[config.mk]
export PLATFORM = sky130hd
export DESIGN_NAME = rbgf_regs
export DESIGN_NICKNAME = d
export VERILOG_FILES = /design/src/rbgf_pkg.sv /design/src/rbgf_regs.sv
export SDC_FILE = /design/constraint.sdc
export NUM_CORES = 1
export LEC_CHECK = 0
export BUFFER_PORTS_ARGS = -buffer_cell sky130_fd_sc_hd__buf_2
export CORE_MARGIN = 3
export CORE_UTILIZATION = 45
export CTS_CLUSTER_DIAMETER = 100
export DETAILED_ROUTE_END_ITERATION = 7
export PLACE_DENSITY = 0.86
export RECOVER_POWER = 50
export SLEW_MARGIN = 20
export SYNTH_ARGS = -nofsm -noshare
export SYNTH_HDL_FRONTEND = slang
export SYNTH_SLANG_ARGS = --single-unit
[constraint.sdc]
create_clock -name clk_i -period 1.2 [get_ports clk_i]
set_input_delay 0.06 -clock clk_i [delete_from_list [all_inputs] [get_ports clk_i]]
set_output_delay 0.06 -clock clk_i [all_outputs]
set_load 0.05 [all_outputs]
[src/rbgf_pkg.sv]
`timescale 1ns / 1ps

package rbgf_pkg;

  // Default depth of the line stores (samples per raw row at most)
  localparam int MaxLineDef = 8192;

  // Configuration port geometry
  localparam int AddrW = 5;
  localparam int DataW = 32;

  // Reset values of the configuration registers
  localparam logic [1:0]  ModeRst      = 2'd1;
  localparam logic [13:0] LineWidthRst = 14'd8192;
  localparam logic [12:0] CropLeftRst  = 13'd0;
  localparam logic [15:0] CropTopRst   = 16'd0;
  localparam logic [13:0] CropWidthRst = 14'd8192;
  localparam logic [15:0] CropHgtRst   = 16'd65535;

  // Filter selection; the unused code behaves as pass-through
  typedef enum logic [1:0] {
    MODE_BOX   = 2'd0,
    MODE_BINOM = 2'd1,
    MODE_PASS  = 2'd2
  } mode_e;

  // Register index (byte address / 4)
  typedef enum logic [2:0] {
    REG_FILTER_MODE = 3'd0,
    REG_LINE_WIDTH  = 3'd1,
    REG_CROP_LEFT   = 3'd2,
    REG_CROP_TOP    = 3'd3,
    REG_CROP_WIDTH  = 3'd4,
    REG_CROP_HEIGHT = 3'd5
  } reg_e;

  typedef struct packed {
    logic [1:0]  filter_mode;
    logic [13:0] raw_line_width;
    logic [12:0] crop_left;
    logic [15:0] crop_top;
    logic [13:0] crop_width;
    logic [15:0] crop_height;
  } cfg_t;

  typedef struct packed {
    logic [15:0] raw_sample;
    logic        frame_start;
  } in_word_t;

  typedef struct packed {
    logic [15:0] gray_value;
    logic [12:0] out_col;
    logic [15:0] out_row;
    logic [15:0] min_gray;
    logic [15:0] max_gray;
    logic        frame_last;
  } out_word_t;

endpackage

[src/rbgf_regs.sv]
`timescale 1ns / 1ps

module rbgf_regs (
  input  logic                       clk_i,
  input  logic                       rst_ni,
  input  logic                       psel,
  input  logic                       penable,
  input  logic                       pwrite,
  input  logic [rbgf_pkg::AddrW-1:0] paddr,
  input  logic [rbgf_pkg::DataW-1:0] pwdata,
  output logic [rbgf_pkg::DataW-1:0] prdata,
  output logic                       pready,
  output rbgf_pkg::cfg_t             cfg_o
);

  import rbgf_pkg::*;

  cfg_t cfg_q, cfg_d;
  reg_e idx;
  logic wr_en;

  assign idx    = reg_e'(paddr[AddrW-1:2]);
  assign wr_en  = psel && penable && pwrite;
  assign pready = 1'b1;

  // Write decode
  always_comb begin
    cfg_d = cfg_q;
    if (wr_en) begin
      unique case (idx)
        REG_FILTER_MODE: cfg_d.filter_mode    = pwdata[1:0];
        REG_LINE_WIDTH:  cfg_d.raw_line_width = pwdata[13:0];
        REG_CROP_LEFT:   cfg_d.crop_left      = pwdata[12:0];
        REG_CROP_TOP:    cfg_d.crop_top       = pwdata[15:0];
        REG_CROP_WIDTH:  cfg_d.crop_width     = pwdata[13:0];
        REG_CROP_HEIGHT: cfg_d.crop_height    = pwdata[15:0];
        default:         cfg_d = cfg_q;
      endcase
    end
  end

  always_ff @(posedge clk_i or negedge rst_ni) begin
    if (!rst_ni) begin
      cfg_q.filter_mode    <= ModeRst;
      cfg_q.raw_line_width <= LineWidthRst;
      cfg_q.crop_left      <= CropLeftRst;
      cfg_q.crop_top       <= CropTopRst;
      cfg_q.crop_width     <= CropWidthRst;
      cfg_q.crop_height    <= CropHgtRst;
    end else begin
      cfg_q <= cfg_d;
    end
  end

  // Read decode
  always_comb begin
    unique case (idx)
      REG_FILTER_MODE: prdata = DataW'(cfg_q.filter_mode);
      REG_LINE_WIDTH:  prdata = DataW'(cfg_q.raw_line_width);
      REG_CROP_LEFT:   prdata = DataW'(cfg_q.crop_left);
      REG_CROP_TOP:    prdata = DataW'(cfg_q.crop_top);
      REG_CROP_WIDTH:  prdata = DataW'(cfg_q.crop_width);
      REG_CROP_HEIGHT: prdata = DataW'(cfg_q.crop_height);
      default:         prdata = '0;
    endcase
  end

  assign cfg_o = cfg_q;

endmodule
==> results of run 1 <==
[where the power goes]
group | leakage (µW) | switching, µW | internal, µW | total [µW]
combinational | 0.00174 | 3150 | 1750 | 4900
sequential | 0.000888 | 412 | 3140 | 3550
clock | 0.0000997 | 907 | 978 | 1890
total | 0.00273 | 4470 | 5870 | 10300
[synth_stat cells]
library cell and number:
a211o_1 11, a21oi_1 11, a221o_1 1, a221oi_1 1
a22oi_1 2, a31oi_1 1, buf_2 3, buf_4 24
buf_6 3, clkbuf_1 3, conb_1 2, dfrtp_1 56
dfstp_2 19, inv_2 1, mux2_1 12, mux2_2 67
mux2i_1 25, nand2_1 3, nand2b_1 1, nand2b_2 1
nand4_1 1, nand4b_4 1, nor2_2 1, nor2_4 2
nor2b_1 4, nor3_1 1, nor3_4 2, o21ai_0 11
o22ai_1 1, or3_1 1
[cell families after synthesis]
group	after synthesis
compound gates	39
flops	75
mux	104
other cells	2
buf+inv	34
simple gates	18
[worst reg2reg max path, stage by stage, from the launching register on]
cell and delay (ns):
dfrtp_1 0.41, buf_4 0.15, buf_4 0.13, mux2_2 0.26
[layout make-up]
class	instances	area [µm²]	share of cell area (%)
sequential	75	1930	34.4
multi-input combinational	178	1780	31.7
timing repair buffer	202	1580	28.2
clock buffer	15	186	3.33
tap	102	128	2.28
clock inverter	1	5.00	0.0893
inverter	1	3.75	0.0670
[metrics by stage]
stage	hold slack (ns)	instance area, µm²	std cells	setup TNS, ns
after floorplan	-0.236	3930	287	-1.76
after global placement	0.101	4750	509	-5.85
after detailed placement	0.107	4750	509	-7.77
after CTS	0.000455	5530	566	-3.39
after global routing	-0.00151	5600	574	-5.23
final	0.00622	5600	574	-4.02
[routing by layer]
| metal | wire length (µm) | global-route usage (%) | part of all wire (%) | vias up |
|---|---|---|---|---|
| li1 | - | - | - | 1349 |
| met1 | 4240 | 27.7 | 37 | 1574 |
| met3 | 571 | 4.40 | 5.1 | 47 |
| met5 | 0 | 0 | 0 | - |
| met2 | 5890 | 42.0 | 52 | 144 |
| met4 | 605 | 13.0 | 5.4 | 0 |
[repair_timing]
action                                  CTS  global route
resized for setup                        76            28
hold endpoints to repair                 73             0
hold buffers                             11             0
pin swaps                                23             8
endpoints found under the setup margin   35            28
setup buffers                            30            13
[final timing paths]
check	startpoint	to	cells past startpoint
worst max-delay path	cfg_o[47]	prdata[1]	3
worst min-delay path	pwdata[3]	cfg_o[19]	2
worst max register to register	cfg_o[55]	cfg_o[55]	3
worst min register to register	cfg_o[23]	cfg_o[23]	1
max in group asynchronous	rst_ni	cfg_o[70]	3
min in group asynchronous	rst_ni	cfg_o[44]	3
==> out/qor.csv, run 1 <==
metric,value,unit
complex-gate fraction of the synthesized area,6.83,%
Synth cell types,30,
die area,0.00934,mm²
total routed wirelength,11300,µm
CTS H-tree depth,3,
Layout area overhead,51.5,%
"most common cell after layout, fill and taps aside",buf_2,
final core area utilization,71.4,%
max cap viols,0,
register area share after synthesis,51.4,%
Critical Path RT,1.14,ns
vias in the first global route,3334,
Lkg Pwr,0.00273,µW
I/O pins,150,
slew margin rel.,54.4,%
largest net degree at the start of global routing,76,
status,finished with violations,
Iteration-0 DRC Markers,159,
Synth top area share,37.9,%
fill count,504,
initial antenna violation count,0,
mux cell area share after synthesis,30.8,%
simple-gate area share of the yosys netlist,4.16,%
fin crit share,135,%
Buf/Inv on CP,1,
post-synthesis average cell area,13.6,µm²
fin crit period,1.61,ns
failing checks,negative setup slack,
initial core utilization,47.1,%
HPWL Detailed,7270,µm
max incr delay on CP,0.42,ns
GRT overflow,0,
Final WS setup,-0.414,ns
hold crit path type,in -> reg,
Adder-Cell Fraction of Synth Area,0,%
Critical-path top delay cell,dfrtp_2,
Synth area leaders,"dfrtp_1, mux2_2, dfstp_2, mux2i_1, buf_4",
largest family of logic cells by synthesized area,multiplexers,
vias,3114,
Worst Tran Pin Value,0.685,ns
clock buffer depth,2,
Yosys top cell by area,dfrtp_1,
Setup Slack @ Placement,-0.157,ns
first-pass GRT wire length,17900,µm
WS Path Type,reg -> out,
"Net count, final",509,
CTS tree,yes,
CTS root buf,clkbuf_8,
Vias/cell,5.43,
Final Hold Violating Endpoints,0,
Yosys warning count,0,
Core Area,0.00785,mm²
Syn Inst Count,272,
pwr dens,1850,mW/mm²
Inserted Diodes,0,
CTS Sinks,75,
total power,10300,µW
critical path arrival,1.55,ns
unrepaired setup endpoints after global routing,true,
Seq cells post-synth,75,
Clock transition at path regs,0.07,ns
total track usage,24.0,%
"delay-heaviest family, CP",flip-flops,
post-synthesis xor/xnor area fraction,0,%
Placer Congestion,0.789,
row count,32,
WL per Instance,19.7,µm
# setup viols final,26,
most frequent cells in the layout,"buf_2, mux2_2, buf_4",
worst skew pair latency,0.35,ns
fmax,0.619,GHz
synthesized cell area,0.00370,mm²
CP Cell Sequence,mux2_2 > a221o_2 > buf_6,
crit end category,primary output,
Die W,96.7,µm
antenna-violating nets left,0,
layout cell share with drive strength beyond 1,73.3,%
total CTS buffers,9,
CP Launch Type,register,
CP max FO,2,
Die Y,96.7,µm
Buffers on Ports,114,
max FFs per register,75,
worst vdd ir,1.09,mV
Slew Limit Fails,0,
final clock skew,0,ns
reg2reg setup slack,0.15,ns
DRT Pass-1 Iters,5,
# DRC,0,
(Power assumes the default switching activity.)
==> inputs of run 2 (changes only) <==
--- a/config.mk
+++ b/config.mk
@@ -7,10 +7,10 @@
 export LEC_CHECK = 0
 export BUFFER_PORTS_ARGS = -buffer_cell sky130_fd_sc_hd__buf_2
 export CORE_MARGIN = 3
-export CORE_UTILIZATION = 45
+export CORE_UTILIZATION = 48
 export CTS_CLUSTER_DIAMETER = 100
 export DETAILED_ROUTE_END_ITERATION = 7
-export PLACE_DENSITY = 0.86
+export PLACE_DENSITY = 0.91
 export RECOVER_POWER = 50
 export SLEW_MARGIN = 20
 export SYNTH_ARGS = -nofsm -noshare
==> run 2 against run 1 <==
  * Global-route usage rose by 2.8 points
  * Core utilization is 4.9 points higher
  * Via count is 0.29% higher
  * Largest power group unchanged
  * Sequential cell count is the same
  * Clock-buffer cell count shrank 4
  * Cell area is 0.40% higher
  * The flow still finishes with violations (negative setup slack)
  * Non-clock buffer count decreased by 1
  * Largest cell class unchanged
==> out/qor.csv, run 2 (synthesis gave the netlist of run 1 again) <==
metric,value,unit,change
row count,31,,-3.1%
Lkg Pwr,0.00272,µW,-0.31%
Post-Route Setup TNS,-3.81,ns,+0.219 ns
Die Y,93.8,µm,-3.0%
fin crit period,1.60,ns,-0.0176 ns
final clock skew,0,ns,unchanged
Vias/cell,5.48,,+0.99%
WS Path Type,reg -> out,,
hold crit path type,in -> reg,,
CP Launch Type,register,,
initial core utilization,50.2,%,+3.1 points
HPWL Detailed,7200,µm,-0.99%
Worst Tran Pin Value,0.718,ns,+0.0336 ns
initial antenna violation count,0,,unchanged
CP max FO,2,,unchanged
Final WS setup,-0.397,ns,+0.0176 ns
unrepaired setup endpoints after global routing,true,,
Final Hold Violating Endpoints,0,,unchanged
WL per Instance,20.0,µm,+1.5%
die area,0.00879,mm²,-5.9%
# setup viols final,29,,+12%
Clock transition at path regs,0.08,ns,about the same
Iteration-0 DRC Markers,176,,+11%
vias,3123,,+0.29%
max FFs per register,75,,unchanged
antenna-violating nets left,0,,unchanged
critical path arrival,1.54,ns,about the same
layout cell share with drive strength beyond 1,73.0,%,-0.27 points
failing checks,negative setup slack,,
crit end category,primary output,,
GRT overflow,0,,unchanged
first-pass GRT wire length,18000,µm,+0.58%
CTS root buf,clkbuf_8,,
pwr dens,1870,mW/mm²,+1.4%
max cap viols,0,,unchanged
largest net degree at the start of global routing,30,,-61%
slew margin rel.,52.1,%,-2.2 points
"most common cell after layout, fill and taps aside",buf_2,,
CTS Sinks,75,,unchanged
Non-Filler Instances,570,,-0.70%
status,finished with violations,,
dpl cells,510,,+0.20%
"Net count, final",508,,-0.20%
most frequent cells in the layout,"buf_2, mux2_2, buf_4",,
# DRC,0,,unchanged
CTS H-tree depth,3,,unchanged
Layout area overhead,52.1,%,
Inserted Diodes,0,,unchanged
DRT Pass-1 Iters,4,,-1
Die W,93.8,µm,-3.0%
CTS tree,yes,,
fmax,0.626,GHz,+1.1%
total CTS buffers,9,,unchanged
worst vdd ir,1.42,mV,+30%
fin crit share,133,%,-1.5 points
Buffers on Ports,114,,unchanged
total track usage,26.8,%,+2.8 points
worst skew pair latency,0.34,ns,about the same
Placer Congestion,0.812,,+2.9%
I/O pins,150,,unchanged
vias in the first global route,3347,,+0.39%
Critical Path RT,1.14,ns,about the same
total routed wirelength,11400,µm,+0.79%
clock buffer depth,2,,unchanged
Slew Limit Fails,0,,unchanged
Core Area,0.00737,mm²,-6.1%
-- run 2: changes by cell type in the layout (fill, tap and decap cells not counted), sizes merged --
cell      before  now
clkinvlp       0    1
bufinv         0    2
buf          183  181
clkbuf        23   20
clkinv         1    2
-- run 2: worst paths after layout --
kind,startpoint,end,slack (ns),depth (start not counted)
worst max-delay path,cfg_o[31],prdata[1],-0.40,3
worst min register to register,cfg_o[69],cfg_o[69],0.53,1
worst max register to register,cfg_o[31],cfg_o[31],0.14,3
min in group asynchronous,rst_ni,cfg_o[31],0.30,2
worst min-delay path,pwdata[9],cfg_o[25],0.01,2
max in group asynchronous,rst_ni,cfg_o[5],0.03,3
-- run 2: critical path, stage by stage, from the launching register on --
cell,delay [ns]
dfrtp_2,0.42
mux2_2,0.26
a221o_2,0.36
buf_6,0.16
-- run 2: power by group --
group | internal (µW) | switching, µW
logic | 1760 | 3130
registers | 3140 | 416
clock network | 1170 | 910
-- run 2: metal layers --
layer	share of wire (%)	wire [µm]	vias up	global-route usage [%]
met2	53	6040	157	48.4
met1	38	4340	1581	31.2
met3	5.4	618	39	4.17
met5	0	0	-	0
met4	3.5	402	0	11.7
li1	-	-	1346	-
-- run 2: metrics by stage --
step	hold slack [ns]	power (µW)	worst slack (ns)	instance area (µm²)	util (%)
final	0.0136	10500	-0.397	5630	76.3
after global routing	0.0145	10900	-0.445	5630	76.3
after CTS	0.00262	10300	-0.389	5600	75.9
after detailed placement	0.0187	7620	-0.163	4820	65.3
after global placement	0.0127	7510	-0.110	4820	65.3
after floorplan	-0.236	6580	-0.182	3930	-
-- run 2: cell type report --
cell class | count | area, µm²
Sequential cell | 75 | 1930
Multi-Input combinational cell | 178 | 1760
Inverter | 1 | 3.75
Clock buffer | 11 | 131
Timing Repair Buffer | 201 | 1600
Clock inverter | 5 | 77.6
Tap cell | 99 | 124
Fill cell | 448 | 1740
-- run 2: what timing repair did --
item	CTS	global route
pin swaps	22	6
hold buffers	11	0
setup endpoints to repair	35	30
endpoints found under the hold margin	81	0
setup buffers	29	8
resized for setup	75	32
